**src/sv/assert_macros.svh**
```systemverilog
// Assertion macros shared by the RLS filter RTL.
// Included by files that check their own control logic; no other dependencies.
`ifndef ASSERT_MACROS_SVH
`define ASSERT_MACROS_SVH

// Property holds at every clock edge outside reset.
`define RLS_ASSERT_NOW(label, clk, rstn, prop, msg) \
    label: assert property (@(posedge clk) disable iff (!rstn) (prop)) else $error(msg);

// Consequent holds in the cycle after the antecedent.
`define RLS_ASSERT_NEXT(label, clk, rstn, ante, cons, msg) \
    label: assert property (@(posedge clk) disable iff (!rstn) (ante) |=> (cons)) else $error(msg);

`endif

```
**src/sv/rls_pkg.sv**
```systemverilog
// Package for the RLS adaptive FIR: payload structs, sequencer states,
// register codes and divider request/response types. No dependencies.
`timescale 1ns / 1ps

package rls_pkg;

    localparam int WORD_W    = 32;
    localparam int DIV_MAG_W = 48;
    localparam int DIV_Q_W   = 33;
    localparam int DIV_RES_W = DIV_Q_W + 2;

    localparam logic [1:0] REG_FORGET = 2'd0;
    localparam logic [1:0] REG_DELTA  = 2'd1;
    localparam logic [1:0] REG_TAPS   = 2'd2;

    localparam logic [16:0] LAMBDA_RESET = 17'd64881;
    localparam logic [16:0] LAMBDA_MAX   = 17'd65536;
    localparam logic [30:0] DELTA_RESET  = 31'd655;
    localparam logic [5:0]  TAPS_RESET   = 6'd32;

    typedef struct packed {
        logic               func;
        logic signed [31:0] sample_in;
        logic signed [31:0] desired;
    } in_item_t;

    typedef struct packed {
        logic signed [31:0] filter_out;
        logic signed [31:0] error_out;
        logic               saturated;
    } out_item_t;

    typedef enum logic [3:0] {
        ST_CLR_DIV,
        ST_CLR,
        ST_IDLE,
        ST_SHIFT,
        ST_SHIFT0,
        ST_PI,
        ST_GAMMA,
        ST_GAIN,
        ST_YOUT,
        ST_EOUT,
        ST_WUPD,
        ST_PUPD,
        ST_DONE
    } state_t;

    typedef struct packed {
        logic                 start;
        logic                 neg;
        logic [DIV_MAG_W-1:0] mag;
        logic [31:0]          dvs;
    } div_req_t;

    typedef struct packed {
        logic                        busy;
        logic                        done;
        logic signed [DIV_RES_W-1:0] res;
    } div_rsp_t;

endpackage

```
**src/sv/rls_div.sv**
```systemverilog
// Radix-2 restoring divider, one quotient bit per cycle, truncating toward zero.
// Reports an overflowed quotient as all-ones magnitude. Uses rls_pkg types.
`timescale 1ns / 1ps

module rls_div (
    input  logic              aclk,
    input  logic              aresetn,
    input  rls_pkg::div_req_t req,
    output rls_pkg::div_rsp_t rsp
);

    localparam int QW = rls_pkg::DIV_Q_W;
    localparam int MW = rls_pkg::DIV_MAG_W;
    localparam int RW = rls_pkg::DIV_RES_W;

    logic          busy_reg, busy_next;
    logic          done_reg, done_next;
    logic [5:0]    cnt_reg, cnt_next;
    logic          neg_reg, neg_next;
    logic          ovf_reg, ovf_next;
    logic [QW-1:0] rem_reg, rem_next;
    logic [QW-1:0] quo_reg, quo_next;
    logic [31:0]   dvs_reg, dvs_next;

    logic [QW-1:0] trial;
    logic          ge;
    logic [QW-1:0] q_mag;
    logic signed [RW-1:0] q_pos;

    always_ff @(posedge aclk) begin
        if (!aresetn) begin
            busy_reg <= 1'b0;
            done_reg <= 1'b0;
            cnt_reg  <= '0;
        end else begin
            busy_reg <= busy_next;
            done_reg <= done_next;
            cnt_reg  <= cnt_next;
        end
        neg_reg <= neg_next;
        ovf_reg <= ovf_next;
        rem_reg <= rem_next;
        quo_reg <= quo_next;
        dvs_reg <= dvs_next;
    end

    always_comb begin
        trial = {rem_reg[QW-2:0], quo_reg[QW-1]};
        ge    = trial >= {1'b0, dvs_reg};
        busy_next = busy_reg;
        done_next = 1'b0;
        cnt_next  = cnt_reg;
        neg_next  = neg_reg;
        ovf_next  = ovf_reg;
        rem_next  = rem_reg;
        quo_next  = quo_reg;
        dvs_next  = dvs_reg;
        if (req.start) begin
            // high part must stay below the divisor, else quotient exceeds QW bits
            busy_next = 1'b1;
            cnt_next  = 6'(QW);
            neg_next  = req.neg;
            ovf_next  = 32'(req.mag[MW-1:QW]) >= req.dvs;
            rem_next  = QW'(req.mag[MW-1:QW]);
            quo_next  = req.mag[QW-1:0];
            dvs_next  = req.dvs;
        end else if (busy_reg) begin
            rem_next = ge ? (trial - {1'b0, dvs_reg}) : trial;
            quo_next = {quo_reg[QW-2:0], ge};
            cnt_next = cnt_reg - 6'd1;
            if (cnt_reg == 6'd1) begin
                busy_next = 1'b0;
                done_next = 1'b1;
            end
        end
    end

    assign q_mag = ovf_reg ? '1 : quo_reg;
    assign q_pos = RW'(q_mag);

    always_comb begin
        rsp.busy = busy_reg;
        rsp.done = done_reg;
        rsp.res  = neg_reg ? -q_pos : q_pos;
    end

endmodule

```
**config.mk**
```make
export PLATFORM = sky130hd
export DESIGN_NAME = rls_div
export DESIGN_NICKNAME = d
export VERILOG_FILES = /design/src/sv/assert_macros.svh /design/src/sv/rls_pkg.sv /design/src/sv/rls_div.sv
export SDC_FILE = /design/constraint.sdc
export NUM_CORES = 1
export LEC_CHECK = 0
export BUFFER_PORTS_ARGS = -buffer_cell sky130_fd_sc_hd__buf_2
export CAP_MARGIN = 10
export CORE_MARGIN = 2
export CORE_UTILIZATION = 46
export DETAILED_ROUTE_END_ITERATION = 10
export PLACE_DENSITY = 0.74
export SETUP_SLACK_MARGIN = 0.02
export SLEW_MARGIN = 25
export SYNTH_ARGS = -nofsm -noshare
export SYNTH_HDL_FRONTEND = slang
export SYNTH_SLANG_ARGS = --single-unit
```
**constraint.sdc**
```tcl
create_clock -name aclk -period 8.37 [get_ports aclk]
set_input_delay 0.4185 -clock aclk [delete_from_list [all_inputs] [get_ports aclk]]
set_output_delay 0.4185 -clock aclk [all_outputs]
set_load 0.005 [all_outputs]
```
==> results.md <==
- Along the worst hold path, the cell count comes to 1.
- In this run the count of I/O pins placed on the die edge is 121.
- The final total negative setup slack is 0 ns.
- The path category of the worst min-delay check is input port to register.
- The most used flip-flop cell after synthesis is sky130_fd_sc_hd__edfxtp_1.
- The path with the worst hold slack has its endpoint at neg_reg$_DFFE_PP_.
- The number of antenna violations at the first check in global routing is 0.
- The worst setup path is launched from a register.
- Counting flops with a built-in enable in the synthesized netlist gives ~80.
- The final layout contains 1055 nets.
- Setup repair after global routing left no endpoint under its margin.
- At the pin with the least slew margin, the transition time is between 0.9 and 1 ns.
- The data arrival time of the critical path is between 3 and 4 ns.
- Summed over all nets, the half-perimeter wirelength after detailed placement is 12600 microns.
- In this run the deepest clock path goes through 2 buffers.
- In the final routed layout, each cell accounts on average for between 10 and 15 microns.
- The commonest cells after synthesis are sky130_fd_sc_hd__a21oi_1, sky130_fd_sc_hd__edfxtp_1, sky130_fd_sc_hd__nor2_1, sky130_fd_sc_hd__inv_1, sky130_fd_sc_hd__nand2_1.
- The cell type with the highest aggregate area in the netlist is sky130_fd_sc_hd__edfxtp_1.
- The critical hold path startpoint is req[80].
- STA puts the critical path data required time at 7.95 ns.
- The routability-driven placement congestion ratio is roughly 0.87.
- During synthesis, Yosys emitted a total of 0 warnings.
- The wire length of the first global-routing pass is roughly 28000 microns.
- The number of input and output port buffers inserted is between 100 and 150.
- The max-slew violation count came to 0.
- The antenna diode count is 0.
- For this run, design rule violations remaining after detail routing come to 0.
- Synthesis produced 823 cells.
- In this run the static leakage power is about 3.7 nW.
- Sorting the synthesized cells by area gives the leading types as sky130_fd_sc_hd__edfxtp_1, sky130_fd_sc_hd__ha_1, sky130_fd_sc_hd__dfxtp_1.
- The clock sink total is about 110.
- The later pin in the worst-skew pair is clocked with a latency of 0.36 ns.
- The share of synthesized area in the top cell type comes to 0.331.
- The worst voltage drop across the vdd grid is 0.000102 V.
- The tool flagged a number of max-cap violations equal to 0.
- The cell depth of the worst flop-to-flop path is 12.
- The area of the core region is approximately 16000 sq um.
- For this block, the routed nets add up to roughly 17000 microns of wire.
- The launch point of the worst reg-to-reg path is rem_reg[1]$_DFFE_PP_.
- The maximum number of pins on one net before global-route repair is 63.
- Across every metal layer, demand over resource in global routing totals 0.201.
- The overall die width is about 130 microns.
- Synthesis produced a netlist with a net count of 958.
- Of the cells placed in the final design, the portion with a size suffix greater than 1 is 0.200.
- The async set-or-reset flop fraction in the synthesized netlist is 0.
- Synthesis instantiated a little over 60 different standard cells from the library.
- The root buffer cell is sky130_fd_sc_hd__clkbuf_16.
- Setup violations remaining at the end of the flow were counted as 0.
- The layout has about 1500 filler cells.
- The type of the worst setup path is register to primary output.
- The fraction of the yosys area taken by sequential cells is 0.398.
- The run finished with clean final reports.
- For the final database, setup skew stands at around 0.014 ns.
- TritonCTS built the clock tree.
- The maximum clock frequency is roughly 240 MHz.
- After layout, the minimum clock period comes to between 4 and 5 ns.
- The cell family contributing the most delay on the critical path is simple AND/OR/NAND/NOR gates.
- The endpoint kind of the worst setup timing path is a primary output.
- The number of routed nets with antenna violations is 0.
- The delay of the slowest critical-path stage is 0.54 ns.
- The register cell area after layout is 2960 sq um.
- The number of placement rows is 46.
- The endpoint identified for the worst register-to-register timing path is rem_reg[13]$_DFFE_PP_.
- The H-tree depth is 3.
- Counting the buffers created by CTS gives 9.
- The post-synthesis instance area is 7440 sq um.
- The average instance in the mapped netlist occupies between 9 and 10 sq um.
- The area of the die is around 17000 sq um.
- The post-synthesis to final-layout area growth is 14.9%.
- For this configuration, the core starts out at a cell density of 0.470.
- The clock transition time at the flip-flop clock pins of the worst setup and hold paths is ~0.080 ns.
- The number of setup buffers added after CTS is 0.
- The number of cells upsized or downsized after cts is 0.
- The worst setup slack for register-to-register paths is 4.56 ns.
- The slowest stage of the critical path is the sky130_fd_sc_hd__or4_1 cell.
- The most numerous cell in the Yosys netlist is sky130_fd_sc_hd__a21oi_1.
- In this run the worst path has a maximum fanout of 53.
- The post-synthesis sequential element count is ~110.
- The number of global-route vias before repair is around 5800.
- The post-route clock period utilization is 0.498.
- In the final layout, the multi-input gates occupy 4060 sq um.
- Across all layers, the routed design uses ~6200 vias.
- For this block, the initial DRC count from the detailed router was 408.
- The number of failing hold endpoints at the final stage came to 0.
- The critical path goes through buf_4 -> or2_4 -> clkinv_2 -> ha_1 -> nand2_1 -> nor4_1 -> nand4_1 -> or4_1 -> nor2_1 -> nand3_1 -> o21ai_0 -> or3_1 -> o211ai_1 -> buf_2.
- For this run the aggregate overflow at the end of global routing stands at 0.
- The detailed-router iteration count before antenna repair is 5.
- The post-cts hold buffer count is 0.
- The number of flip-flops under the largest register name is 33.
- Measured against its own limit, the worst slew margin works out to 0.336.
- Counting both buffers and inverters, the worst setup path holds a total of 3.
- The die outline height is ~130 microns.
- After detailed routing, the number of vias per cell comes to between 5 and 6.
- Power spread over the standard cell area amounts to between 150 and 200 nW/um^2.
- The post-layout total power is roughly 1.5 mW.
final cells by class:
class / count / area share
Tap cell: 216 / 0.0316
Timing Repair Buffer: 125 / 0.0773
Inverter: 73 / 0.0325
Clock buffer: 10 / 0.0268
Sequential cell: 107 / 0.347
Clock inverter: 6 / 0.0104
Multi-Input combinational cell: 604 / 0.475
worst max-delay path by stage:
stage	from	depth (start not counted)	endpoint
2_1_floorplan	ovf_reg$_DFFE_PP_	12	rsp[24]
3_3_place_gp	ovf_reg$_DFFE_PP_	13	rsp[24]
3_5_place_dp	ovf_reg$_DFFE_PP_	14	rsp[32]
4_1_cts	ovf_reg$_DFFE_PP_	14	rsp[32]
5_1_grt	ovf_reg$_DFFE_PP_	14	rsp[32]
6_report	ovf_reg$_DFFE_PP_	14	rsp[32]
metal layers:
metal	vias up	track usage	wire length, microns
li1	3169	-	-
met1	2884	0.280	8260
met5	-	0	0
met2	172	0.322	7700
met4	0	0.0688	269
met3	15	0.0270	826
worst reg2reg max path: cells and delay by family (launching register included):
family	cells	cell delay (ns)
compound gates	9	2.18
simple gates	1	0.12
fa+ha+maj	1	0.38
flops	1	0.40
buf+inv	1	0.46
cell usage in the layout (no fill, tap or decap), types with 12 or more instances in the layout:
| cell type | count |
|---|---|
| sky130_fd_sc_hd__nand2_1 | 67 |
| sky130_fd_sc_hd__nor4_1 | 12 |
| sky130_fd_sc_hd__xor2_1 | 22 |
| sky130_fd_sc_hd__edfxtp_1 | 82 |
| sky130_fd_sc_hd__a21oi_1 | 86 |
| sky130_fd_sc_hd__mux2_2 | 34 |
| sky130_fd_sc_hd__o21ai_0 | 39 |
| sky130_fd_sc_hd__or3_1 | 13 |
| sky130_fd_sc_hd__buf_2 | 119 |
| sky130_fd_sc_hd__inv_1 | 71 |
| sky130_fd_sc_hd__a21o_1 | 23 |
| sky130_fd_sc_hd__nor3_1 | 13 |
| sky130_fd_sc_hd__a211oi_1 | 37 |
| sky130_fd_sc_hd__nor2_1 | 78 |
| sky130_fd_sc_hd__dfxtp_1 | 25 |
| sky130_fd_sc_hd__ha_1 | 50 |
| sky130_fd_sc_hd__xnor2_1 | 22 |
logic make-up after synthesis:
family	count (synthesis)	share of synthesized area
and+or+nand+nor	240	0.155
AOI/OAI and AO/OA	227	0.187
buffers and inverters	112	0.0579
DFF	107	0.398
adders and majority gates	51	0.0868
xor gates and xnor gates	44	0.0518
muxes	42	0.0622
per-stage QoR:
| step | instances | setup WS, ns | utilization | hold WS (ns) | cell area, sq um |
|---|---|---|---|---|---|
| 2_1_floorplan | 823 | 4.99 | - | 0.451 | 7440 |
| 3_3_place_gp | 1124 | 4.59 | 0.518 | 0.474 | 8200 |
| 3_5_place_dp | 1125 | 4.57 | 0.520 | 0.481 | 8230 |
| 4_1_cts | 1141 | 4.16 | 0.540 | 0.226 | 8550 |
| 5_1_grt | 1141 | 3.78 | 0.540 | 0.225 | 8550 |
| 6_report | 1141 | 4.20 | 0.540 | 0.231 | 8550 |
where the power goes:
| part | internal, mW | leakage [nW] | switching [mW] |
|---|---|---|---|
| Sequential | 0.626 | 1.02 | 0.0392 |
| Combinational | 0.168 | 2.50 | 0.218 |
| Clock | 0.263 | 0.151 | 0.197 |
| Total | 1.06 | 3.67 | 0.454 |
(Power assumes the default switching activity.)
