==> config.mk <==
export PLATFORM = sky130hd
export DESIGN_NAME = rls_ram
export DESIGN_NICKNAME = d
export VERILOG_FILES = /design/src/sv/assert_macros.svh /design/src/sv/rls_pkg.sv /design/src/sv/rls_ram.sv
export SDC_FILE = /design/constraint.sdc
export NUM_CORES = 1
export LEC_CHECK = 0
export ABC_CLOCK_PERIOD_IN_PS = 3600
export BUFFER_PORTS_ARGS = -buffer_cell sky130_fd_sc_hd__buf_2
export CORE_UTILIZATION = 45
export DETAILED_ROUTE_END_ITERATION = 7
export SLEW_MARGIN = 5
export SYNTH_ARGS = -nofsm -noshare
export SYNTH_HDL_FRONTEND = slang
export SYNTH_SLANG_ARGS = --single-unit
==> constraint.sdc <==
create_clock -name aclk -period 3.6 [get_ports aclk]
set_clock_uncertainty 0.1 [all_clocks]
set_input_delay 0.54 -clock aclk [delete_from_list [all_inputs] [get_ports aclk]]
set_output_delay 0.54 -clock aclk [all_outputs]
set_load 0.01 [all_outputs]
==> src/sv/assert_macros.svh <==
// Assertion macros shared by the RLS filter RTL.
// Included by files that check their own control logic; no other dependencies.
`ifndef ASSERT_MACROS_SVH
`define ASSERT_MACROS_SVH

// Property holds at every clock edge outside reset.
`define RLS_ASSERT_NOW(label, clk, rstn, prop, msg) \
    label: assert property (@(posedge clk) disable iff (!rstn) (prop)) else $error(msg);

// Consequent holds in the cycle after the antecedent.
`define RLS_ASSERT_NEXT(label, clk, rstn, ante, cons, msg) \
    label: assert property (@(posedge clk) disable iff (!rstn) (ante) |=> (cons)) else $error(msg);

`endif

==> src/sv/rls_pkg.sv <==
// Package for the RLS adaptive FIR: payload structs, sequencer states,
// register codes and divider request/response types. No dependencies.
`timescale 1ns / 1ps

package rls_pkg;

    localparam int WORD_W    = 32;
    localparam int DIV_MAG_W = 48;
    localparam int DIV_Q_W   = 33;
    localparam int DIV_RES_W = DIV_Q_W + 2;

    localparam logic [1:0] REG_FORGET = 2'd0;
    localparam logic [1:0] REG_DELTA  = 2'd1;
    localparam logic [1:0] REG_TAPS   = 2'd2;

    localparam logic [16:0] LAMBDA_RESET = 17'd64881;
    localparam logic [16:0] LAMBDA_MAX   = 17'd65536;
    localparam logic [30:0] DELTA_RESET  = 31'd655;
    localparam logic [5:0]  TAPS_RESET   = 6'd32;

    typedef struct packed {
        logic               func;
        logic signed [31:0] sample_in;
        logic signed [31:0] desired;
    } in_item_t;

    typedef struct packed {
        logic signed [31:0] filter_out;
        logic signed [31:0] error_out;
        logic               saturated;
    } out_item_t;

    typedef enum logic [3:0] {
        ST_CLR_DIV,
        ST_CLR,
        ST_IDLE,
        ST_SHIFT,
        ST_SHIFT0,
        ST_PI,
        ST_GAMMA,
        ST_GAIN,
        ST_YOUT,
        ST_EOUT,
        ST_WUPD,
        ST_PUPD,
        ST_DONE
    } state_t;

    typedef struct packed {
        logic                 start;
        logic                 neg;
        logic [DIV_MAG_W-1:0] mag;
        logic [31:0]          dvs;
    } div_req_t;

    typedef struct packed {
        logic                        busy;
        logic                        done;
        logic signed [DIV_RES_W-1:0] res;
    } div_rsp_t;

endpackage

==> src/sv/rls_ram.sv <==
// Simple dual-port word memory: one write port, one registered read port.
// Uses rls_pkg for the word width.
`timescale 1ns / 1ps

module rls_ram #(
    parameter int DEPTH = 32,
    parameter int AW    = 5
) (
    input  logic                      aclk,
    input  logic                      we,
    input  logic [AW-1:0]             waddr,
    input  logic [rls_pkg::WORD_W-1:0] wdata,
    input  logic [AW-1:0]             raddr,
    output logic [rls_pkg::WORD_W-1:0] rdata
);

    logic [rls_pkg::WORD_W-1:0] mem [DEPTH];
    logic [rls_pkg::WORD_W-1:0] rdata_reg;

    always_ff @(posedge aclk) begin
        if (we) begin
            mem[waddr] <= wdata;
        end
        rdata_reg <= mem[raddr];
    end

    assign rdata = rdata_reg;

endmodule

==> results of run 1 <==
==> area by class of cell <==
| cell class | instances | area [um^2] | share of cell area, % |
|---|---|---|---|
| repair buffers | 172 | 1360 | 2.95 |
| multi-input cells | 1077 | 8610 | 18.6 |
| well taps | 1165 | 1460 | 3.15 |
| clock inverters | 45 | 509 | 1.10 |
| flip-flops and latches | 1056 | 31400 | 67.9 |
| clock buffers | 147 | 2900 | 6.27 |
==> layout by cell type (no fill, tap or decap), drive strengths merged <==
cell and count:
and2b 1, dfxtp 32, clkinv 33, edfxtp 1024
buf 172, bufinv 11, nor2b 1, a22oi 96
nor3 32, nor2 34, and2 1, or2 1
a21oi 96, clkbuf 147, or3b 3, or3 1
nand2 98, a31oi 32, nand3b 5, a22o 64
nand3 98, clkinvlp 1, mux2i 512, nand2b 2
==> Yosys cell counts (2+ instances only) <==
| library cell | instances | area share, % |
|---|---|---|
| edfxtp_1 | 1024 | 76 |
| mux2i_1 | 512 | 13 |
| nand2_1 | 98 | 0.91 |
| nand3_1 | 98 | 1.2 |
| a21oi_1 | 96 | 1.2 |
| a22oi_1 | 96 | 1.8 |
| a22o_1 | 64 | 1.4 |
| clkbuf_1 | 46 | 0.43 |
| nor2_1 | 34 | 0.32 |
| buf_4 | 33 | 0.61 |
| a31oi_1 | 32 | 0.49 |
| dfxtp_1 | 32 | 1.6 |
| nor3_1 | 32 | 0.40 |
| buf_2 | 26 | 0.32 |
| buf_6 | 15 | 0.42 |
| buf_1 | 5 | 0.046 |
| nand3b_1 | 5 | 0.093 |
| or3b_2 | 3 | 0.065 |
| clkbuf_4 | 2 | 0.037 |
| nand2b_1 | 2 | 0.031 |
==> metrics by stage <==
| stage | total power, uW | utilization [%] |
|---|---|---|
| after global placement | 15300 | 48.2 |
| final | 25800 | 52.1 |
| after floorplan | 14700 | - |
| after CTS | 26000 | 52.1 |
| after detailed placement | 15300 | 48.2 |
| after global routing | 26600 | 52.1 |
==> power by group through the flow <==
stage / logic [uW] / registers, uW / clock network (uW)
2_1_floorplan: 706 / 14000 / 0
3_3_place_gp: 1290 / 14000 / 0
3_5_place_dp: 1310 / 14000 / 0
4_1_cts: 1310 / 13700 / 10900
5_1_grt: 1400 / 13700 / 11400
6_report: 1300 / 13700 / 10800
==> layer usage <==
metal  share of wire, %  vias up
li1                   -     9278
met1                 43    10945
met2                 51      533
met3                4.7      117
met4                1.6        0
met5                  0        -
==> logic make-up after synthesis <==
| logic type | after synthesis | share of synthesized area (%) |
|---|---|---|
| multiplexers | 512 | 12.7 |
| AO/OA/AOI/OAI | 288 | 4.85 |
| buffers and inverters | 127 | 1.86 |
| AND/OR/NAND/NOR | 277 | 3.10 |
| flip-flops | 1056 | 77.5 |
==> how the worst min path moves through the flow <==
stage / start / to / slack [ns] / cells past startpoint
finish: wdata[22] / mem[6][22] / 0.29 / 1
detailed placement: mem[10][28] / rdata[28] / 0.49 / 4
global route: wdata[3] / mem[15][3] / 0.29 / 1
global placement: mem[16][31] / rdata[31] / 0.48 / 4
floorplan: mem[16][10] / rdata[10] / 0.45 / 4
CTS: wdata[3] / mem[23][3] / 0.25 / 1
==> results.ini, run 1 <==
[status]
status = complete, but fails checks
violations = DRC

[logic_synthesis]
async_flop_share_pct = 0
synth_edf_count = 1024
synthesis.area_um2 = 40500
ys_ff_latch = 1056
yosysUniqueCellTypes = 25
ys.flop_type = edfxtp_1
avgSynthCellArea_um2 = 17.9
syn_nets = 2304
yosys_warnings = 0
syn_inst = 2260
synth_seq_area_share_pct = 77.5

[critical_path]
slowest_stage = a31oi_1
critPathMaxFanout = 40
cpPeakStageDelay_ns = 0.59
endpoint_kind = flip-flop
crit_end = rdata[9]
r2r_cells = 5
criticalPathCategory = in2reg
worst-path-buf-inv = 2
worstPathArrival_ns = 2.47
critPathLaunchType = input port
reg2reg_setup_slack_ns = 1.89
reg2reg_to = rdata[9]
cp.depth = 6
r2r-start = mem[7][9]
path_cells = buf_8 > buf_4 > mux2i_1 > a22oi_1 > a31oi_1 > nand3_1
required_ns = 3.98
cpLargestDelayFamily = buffers and inverters
startpoint = raddr[0]

[global_routing]
globalRouteOverflowTotal = 0
grt_use_total_pct = 21.7
grt_pass1_wl_mm = 143
grt_busiest_layer = met2
grt.met3_usage_pct = 2.98
grt_use_met1_pct = 29.2
grt_max_degree = 61
grtUsageMet2_pct = 37.4
antenna_found_initial = 1
grt_pass1_vias = 21105

[clock_tree]
cts_tree = yes
clock_latency_ns = 0.65
postCtsSetupBuffers = 0
cts_buffers = 103
clockRootBuffer = clkbuf_16
htreeDepth = 3
hold_buffers = 0
cts_resized = 0
cts_sinks = 1056
clockBufferDepth = 3
clkTransAtPathRegs_ns = 0.06

[final_layout]
fillers = 6938
drive_gt1_share_pct = 14.5
final_cells = 3662
stdcell_area_um2 = 46200
largest_register_ffs = 1024
areaGrowthSynthToFinish_pct = 14.2
fin_nets = 2454
antenna_cells = 0

[timing]
fin_ws_ns = 1.51
final-setup-viol-count = 0
fin_tns_setup_ns = 0
final_hold_viol_count = 0
finalCriticalPeriod_ns = 2.09
fmax_mhz = 477
period_share_pct = 58.2
tightest_slew_ns = 0.815
rsz0062_at_grt = no
whs_ns = 0.294
maxSlewViolCount = 0
maxSlewHeadroom_pct = 45.5

[route]
drt-total-wl_mm = 98.4
drc_errors = 2
via_count = 20873
postRouteAntennaNets = 0
wire_per_inst_um = 26.9
firstDrtPassIters = 8
drt_iter0_drc = 1893
viasPerCell = 5.70

[placement]
place_inst = 3470
numPortBuffers = 75
post-dp-hpwl_mm = 54.4
place_ws_ns = 0.847
placed_area_um2 = 42800
gp_congestion = 0.781

[floorplan]
floorplan.rows = 109
dieHeight_um = 302
die_area_um2 = 91200
dieWidth_um = 302
ios = 76
initial_utilization_pct = 45.6
core_um2 = 88800

[pwr]
power_frac_clock_pct = 41.8
p_comb_share_pct = 5.0
ir_worst_vdd_v = 0.000318
seqPwrFrac_pct = 53.2
leakagePower_uw = 0.0161
switching_share_pct = 20.7
pwr_density_cell_nw_per_um2 = 559
internal_power_uw = 20500
p_sw_uw = 5350

[flow_run]
drv_cap = 0

[worst_hold_path]
hp-class = in2reg

No activity file was read; power rests on OpenSTA's default activity.
==> run 2, diff against run 1 <==
Settings changed: ABC_CLOCK_PERIOD_IN_PS 3600 to 2020.
Clock period 3.6 ns to 2.02 ns, I/O delays scaled along.
==> run 2 against run 1 <==
The flow still finishes with violations (DRC). First-iteration DRC count grew 0.90%. Cell count rose by 3.8%. Critical path depth is 1 higher. Register-to-register slack worse by 1.7 ns. Design area up 4.3%. Die area is the same. Clock power rose by 82%. Total power is 81% higher. Combinational power increased by 100%. Utilization increased by 2.2 points. Largest power group unchanged. Sequential power increased by 79%.
==> results.ini, run 2 (synthesized netlist as in run 1, its figures left out) <==
[status]
status = complete, but fails checks
violations = DRC

[placement]
placed_area_um2 = 44700  ; +4.3%
numPortBuffers = 75  ; unchanged
gp_congestion = 0.801  ; +2.5%
post-dp-hpwl_mm = 61.0  ; +12%

[worst_hold_path]
min_path_cells = 1  ; unchanged
hp-class = in2reg

[clock_tree]
postCtsSetupBuffers = 0  ; unchanged
cts_buffers = 105  ; +1.9%
clock_latency_ns = 0.67  ; +0.02 ns
cts_tree = yes
clockBufferDepth = 3  ; unchanged
clockRootBuffer = clkbuf_16
clkTransAtPathRegs_ns = 0.06  ; about the same
htreeDepth = 3  ; unchanged
cts_sinks = 1056  ; unchanged

[critical_path]
crit_end = rdata[8]
r2r-start = mem[7][8]
r2r_cells = 7  ; +2
startpoint = mem[7][8]
cpPeakStageDelay_ns = 0.37  ; -0.22 ns
critPathMaxFanout = 1  ; -98%
criticalPathCategory = reg2reg
endpoint_kind = flip-flop
path_cells = mux2i_1 > a22o_1 > nor3_1 > a31oi_1 > buf_4 > nand3_1 > buf_4
worstPathArrival_ns = 2.24  ; -0.23 ns
critPathLaunchType = flip-flop
reg2reg_setup_slack_ns = 0.24  ; -1.65 ns
required_ns = 2.47  ; -1.51 ns
cpMostUsedCell = buf_4
slowest_stage = edfxtp_1
reg2reg_to = rdata[8]

[timing]
fmax_mhz = 560
final_hold_viol_count = 0  ; unchanged
whs_ns = 0.0659  ; -0.228 ns
rsz0062_at_grt = no
maxSlewViolCount = 0  ; unchanged
finalCriticalPeriod_ns = 1.78
maxSlewHeadroom_pct = 56.0  ; +10 points
period_share_pct = 88.3
tightest_slew_ns = 0.660  ; -0.155 ns
final-setup-viol-count = 0  ; unchanged

[global_routing]
grt_max_degree = 43  ; -30%
grt_pass1_wl_mm = 146  ; +2.1%
grt_use_total_pct = 22.1  ; +0.45 points
globalRouteOverflowTotal = 0  ; unchanged
grt_pass1_vias = 21805  ; +3.3%
antenna_found_initial = 5  ; +4

[floorplan]
ios = 76  ; unchanged
dieHeight_um = 302  ; unchanged
die_area_um2 = 91200  ; unchanged
initial_utilization_pct = 45.6  ; unchanged
dieWidth_um = 302  ; unchanged
core_um2 = 88800  ; unchanged
floorplan.rows = 109  ; unchanged

[route]
viasPerCell = 5.69  ; -0.20%
drt-total-wl_mm = 101  ; +2.3%
via_count = 21623  ; +3.6%
postRouteAntennaNets = 0  ; unchanged
wire_per_inst_um = 26.5  ; -1.4%
drt_iter0_drc = 1910  ; +0.90%
firstDrtPassIters = 8  ; unchanged
drc_errors = 5  ; +3

[final_layout]
final_common_cell = edfxtp_1
final_cell_mix = edfxtp_1 (1024), mux2i_1 (512), buf_4 (133)
areaGrowthSynthToFinish_pct = 19.1
fin_nets = 2587  ; +5.4%
largest_register_ffs = 1024  ; unchanged
fillers = 6851  ; -1.3%
stdcell_area_um2 = 48200  ; +4.3%
drive_gt1_share_pct = 19.1  ; +4.6 points
antenna_cells = 0  ; unchanged

[flow_run]
drv_cap = 0  ; unchanged

[pwr]
leakagePower_uw = 0.0171  ; +6.0%
pwr_density_cell_nw_per_um2 = 971  ; +74%
ir_worst_vdd_v = 0.000654  ; +110%

run 2: cell count changes in the layout (fill, tap and decap cells not counted), sizes merged:
cell / change
clkinv: +11
buf: +127
clkbuf: -8
dlygate4sd3: +4
clkinvlp: +2
inv: +3
run 2: layer usage:
layer,vias up,routed length [um],share of wire [%],GRT usage [%]
met5,-,23,0.023,0
met2,665,49300,49,36.7
li1,9561,-,-,-
met4,4,2210,2.2,6.27
met1,11247,43700,43,30.5
met3,146,5420,5.4,3.20
run 2: what timing repair did:
action | in CTS | in global routing
hold endpoints to repair | 102 | 0
resized for setup | 0 | 0
hold buffers | 4 | 0
run 2: worst min path at each step:
stage | start | endpoint | slack [ns]
2_1_floorplan | wdata[0] | mem[0][0] | 0.30
3_3_place_gp | mem[16][11] | rdata[11] | 0.49
3_5_place_dp | mem[26][19] | rdata[19] | 0.49
4_1_cts | wdata[14] | mem[7][14] | 0.01
5_1_grt | wdata[2] | mem[17][2] | 0.06
6_report | wdata[20] | mem[17][20] | 0.07
run 2: cell type report:
cell class / count / area, um^2 / share of cell area [%]
Clock inverter: 61 / 618 / 1.28
Clock buffer: 139 / 2890 / 5.99
Tap cell: 1165 / 1460 / 3.02
Timing Repair Buffer: 303 / 3250 / 6.73
Sequential cell: 1056 / 31400 / 65.1
Multi-Input combinational cell: 1077 / 8610 / 17.9
run 2: worst max-delay path: cells and delay by family (launching register included):
kind                   cells  cell delay (ns)
AND/OR/NAND/NOR            2             0.20
multiplexers               1             0.15
buffers and inverters      2             0.37
AO/OA/AOI/OAI              2             0.47
flip-flops                 1             0.37
run 2: through the flow:
| step | power (uW) | std cells | TNS [ns] | util, % | setup WS, ns |
|---|---|---|---|---|---|
| 2_1_floorplan | 26200 | 2260 | -213.83 | - | -0.468 |
| 3_3_place_gp | 27600 | 3597 | -1.10 | 50.3 | -0.224 |
| 3_5_place_dp | 27600 | 3597 | -1.30 | 50.3 | -0.244 |
| 4_1_cts | 47200 | 3801 | 0 | 54.3 | 0.216 |
| 5_1_grt | 48100 | 3801 | 0 | 54.3 | 0.142 |
| 6_report | 46800 | 3801 | 0 | 54.3 | 0.236 |
run 2: power breakdown:
part           switching, uW  leakage (uW)  internal [uW]
clock                   8160       0.00173          11500
combinational           1650       0.00586           1020
sequential               124       0.00949          24400
==> run 3, diff against run 2 <==
Settings changed: PLACE_DENSITY set to 0.65, RECOVER_POWER set to 25.
==> run 3 against run 2 <==
Die area did not move. The flow still finishes with violations (DRC). Largest power group unchanged. Setup slack got worse by 0.034 ns. Wire length down 1.0%. Total power hardly changed. Via count rose by 0.32%. Register-to-register slack gained 0.10 ns. Worst hold slack better by 0.0018 ns. Critical path type is now reg2out. First-iteration DRC count fell by 7.3%. Critical path depth down 6. Non-clock buffer count fell by 24. Flip-flop and latch count unchanged.
==> results.ini, run 3 (synthesized netlist as in run 1, its figures left out) <==
[floorplan]
ios = 76  ; unchanged
dieWidth_um = 302  ; unchanged
initial_utilization_pct = 45.6  ; unchanged
dieHeight_um = 302  ; unchanged
die_area_um2 = 91200  ; unchanged
core_um2 = 88800  ; unchanged
floorplan.rows = 109  ; unchanged

[clock_tree]
clockBufferDepth = 3  ; unchanged
clock_latency_ns = 0.70  ; +0.03 ns
cts_tree = yes
postCtsSetupBuffers = 0  ; unchanged
cts_sinks = 1056  ; unchanged
cts_resized = 0  ; unchanged
clockRootBuffer = clkbuf_16
cts_buffers = 102  ; -2.9%
clkTransAtPathRegs_ns = 0.06  ; about the same
htreeDepth = 3  ; unchanged

[route]
firstDrtPassIters = 7  ; -1
viasPerCell = 5.75  ; +1.1%
drc_errors = 10  ; +5
via_count = 21692  ; +0.32%
drt_iter0_drc = 1771  ; -7.3%
postRouteAntennaNets = 0  ; unchanged
wire_per_inst_um = 26.4  ; -0.25%
drt-total-wl_mm = 99.7  ; -1.0%

[critical_path]
endpoint_kind = output pin
worstPathArrival_ns = 1.42  ; -0.82 ns
r2r-start = mem[6][14]
criticalPathCategory = reg2out
path_cells = buf_2
reg2reg_setup_slack_ns = 0.34  ; +0.10 ns
startpoint = rdata[12]
crit_end = rdata[12]
reg2reg_to = rdata[14]
worst-path-buf-inv = 1  ; -1
cpPeakStageDelay_ns = 0.52  ; +0.15 ns
critPathMaxFanout = 1  ; unchanged
cpLargestDelayFamily = flip-flops
required_ns = 1.62  ; -0.85 ns
critPathLaunchType = flip-flop
r2r_cells = 5  ; -2
cp.depth = 1  ; -6
slowest_stage = dfxtp_1

[global_routing]
grt_pass1_wl_mm = 146  ; -0.17%
grt_use_total_pct = 22.0  ; -0.15 points
globalRouteOverflowTotal = 0  ; unchanged
grt_max_degree = 42  ; -2.3%
grt_pass1_vias = 21982  ; +0.81%
antenna_found_initial = 2  ; -3

[final_layout]
fin_nets = 2560  ; -1.0%
areaGrowthSynthToFinish_pct = 18.3
final_common_cell = edfxtp_1
largest_register_ffs = 1024  ; unchanged
final_cell_mix = edfxtp_1 (1024), mux2i_1 (512), buf_4 (119)
drive_gt1_share_pct = 17.5  ; -1.6 points
stdcell_area_um2 = 47900  ; -0.64%

[status]
violations = DRC
status = complete, but fails checks

[placement]
numPortBuffers = 75  ; unchanged
placed_area_um2 = 44400  ; -0.64%
post-dp-hpwl_mm = 59.4  ; -2.7%
place_ws_ns = -0.226  ; +0.0180 ns
gp_congestion = 0.812  ; +1.4%

[timing]
fmax_mhz = 550  ; -1.9%
rsz0062_at_grt = no
maxSlewViolCount = 0  ; unchanged
final_hold_viol_count = 0  ; unchanged
finalCriticalPeriod_ns = 1.82  ; +0.0342 ns
period_share_pct = 90.0  ; +1.7 points
final-setup-viol-count = 0  ; unchanged
tightest_slew_ns = 1.48  ; +0.823 ns
maxSlewHeadroom_pct = 1.17  ; -55 points
fin_ws_ns = 0.201  ; -0.0342 ns

[pwr]
finalPower_uw = 46800  ; about the same
pwr_density_cell_nw_per_um2 = 978  ; +0.70%
ir_worst_vdd_v = 0.000745  ; +14%
leakagePower_uw = 0.0169  ; -1.3%

[flow_run]
drv_cap = 0  ; unchanged

[worst_hold_path]
hp-class = in2reg

==> run 3: worst min-delay path by stage <==
stage	slack [ns]	start	endpoint	cells after the start
after floorplan	0.30	wdata[0]	mem[0][0]	0
after global placement	0.47	mem[16][24]	rdata[24]	4
after detailed placement	0.50	mem[16][29]	rdata[29]	4
after CTS	0.002	wdata[3]	mem[25][3]	1
after global routing	0.09	wdata[10]	mem[21][10]	1
final	0.07	wdata[18]	mem[31][18]	1
==> run 3: repair_timing <==
action,4_1_cts,5_1_grt
hold buffers,3,0
hold endpoints to repair,96,0
setup endpoints to repair,0,0
==> run 3: area by class of cell <==
cell class | instances | area (um^2)
Clock inverter | 61 | 788
Antenna cell | 1 | 2.50
Tap cell | 1165 | 1460
Multi-Input combinational cell | 1077 | 8610
Clock buffer | 133 | 2730
Sequential cell | 1056 | 31400
Fill cell | 6832 | 40900
Timing Repair Buffer | 279 | 2930
==> run 3: layer usage <==
metal	part of all wire [%]	vias to the layer above	global-route usage (%)
met5	0.027	-	0
met4	2.3	4	6.78
met3	6.6	147	3.20
met2	48	841	35.4
met1	43	11178	31.0
li1	-	9522	-
==> run 3: stage by stage <==
| stage | TNS (ns) | cells | utilization (%) | hold WS (ns) |
|---|---|---|---|---|
| floorplan | -213.83 | 2260 | - | 0.302 |
| global placement | -1.02 | 3574 | 50.0 | 0.469 |
| detailed placement | -0.999 | 3574 | 50.0 | 0.495 |
| CTS | 0 | 3771 | 54.0 | 0.00227 |
| global route | 0 | 3771 | 54.0 | 0.0900 |
| finish | 0 | 3772 | 54.0 | 0.0677 |
==> run 3: power breakdown <==
group          leakage [uW]  internal [uW]  switching (uW)
Combinational       0.00565            968            1630
Clock               0.00172          11500            8200
Sequential          0.00949          24400             131
Total                0.0169          36900            9960
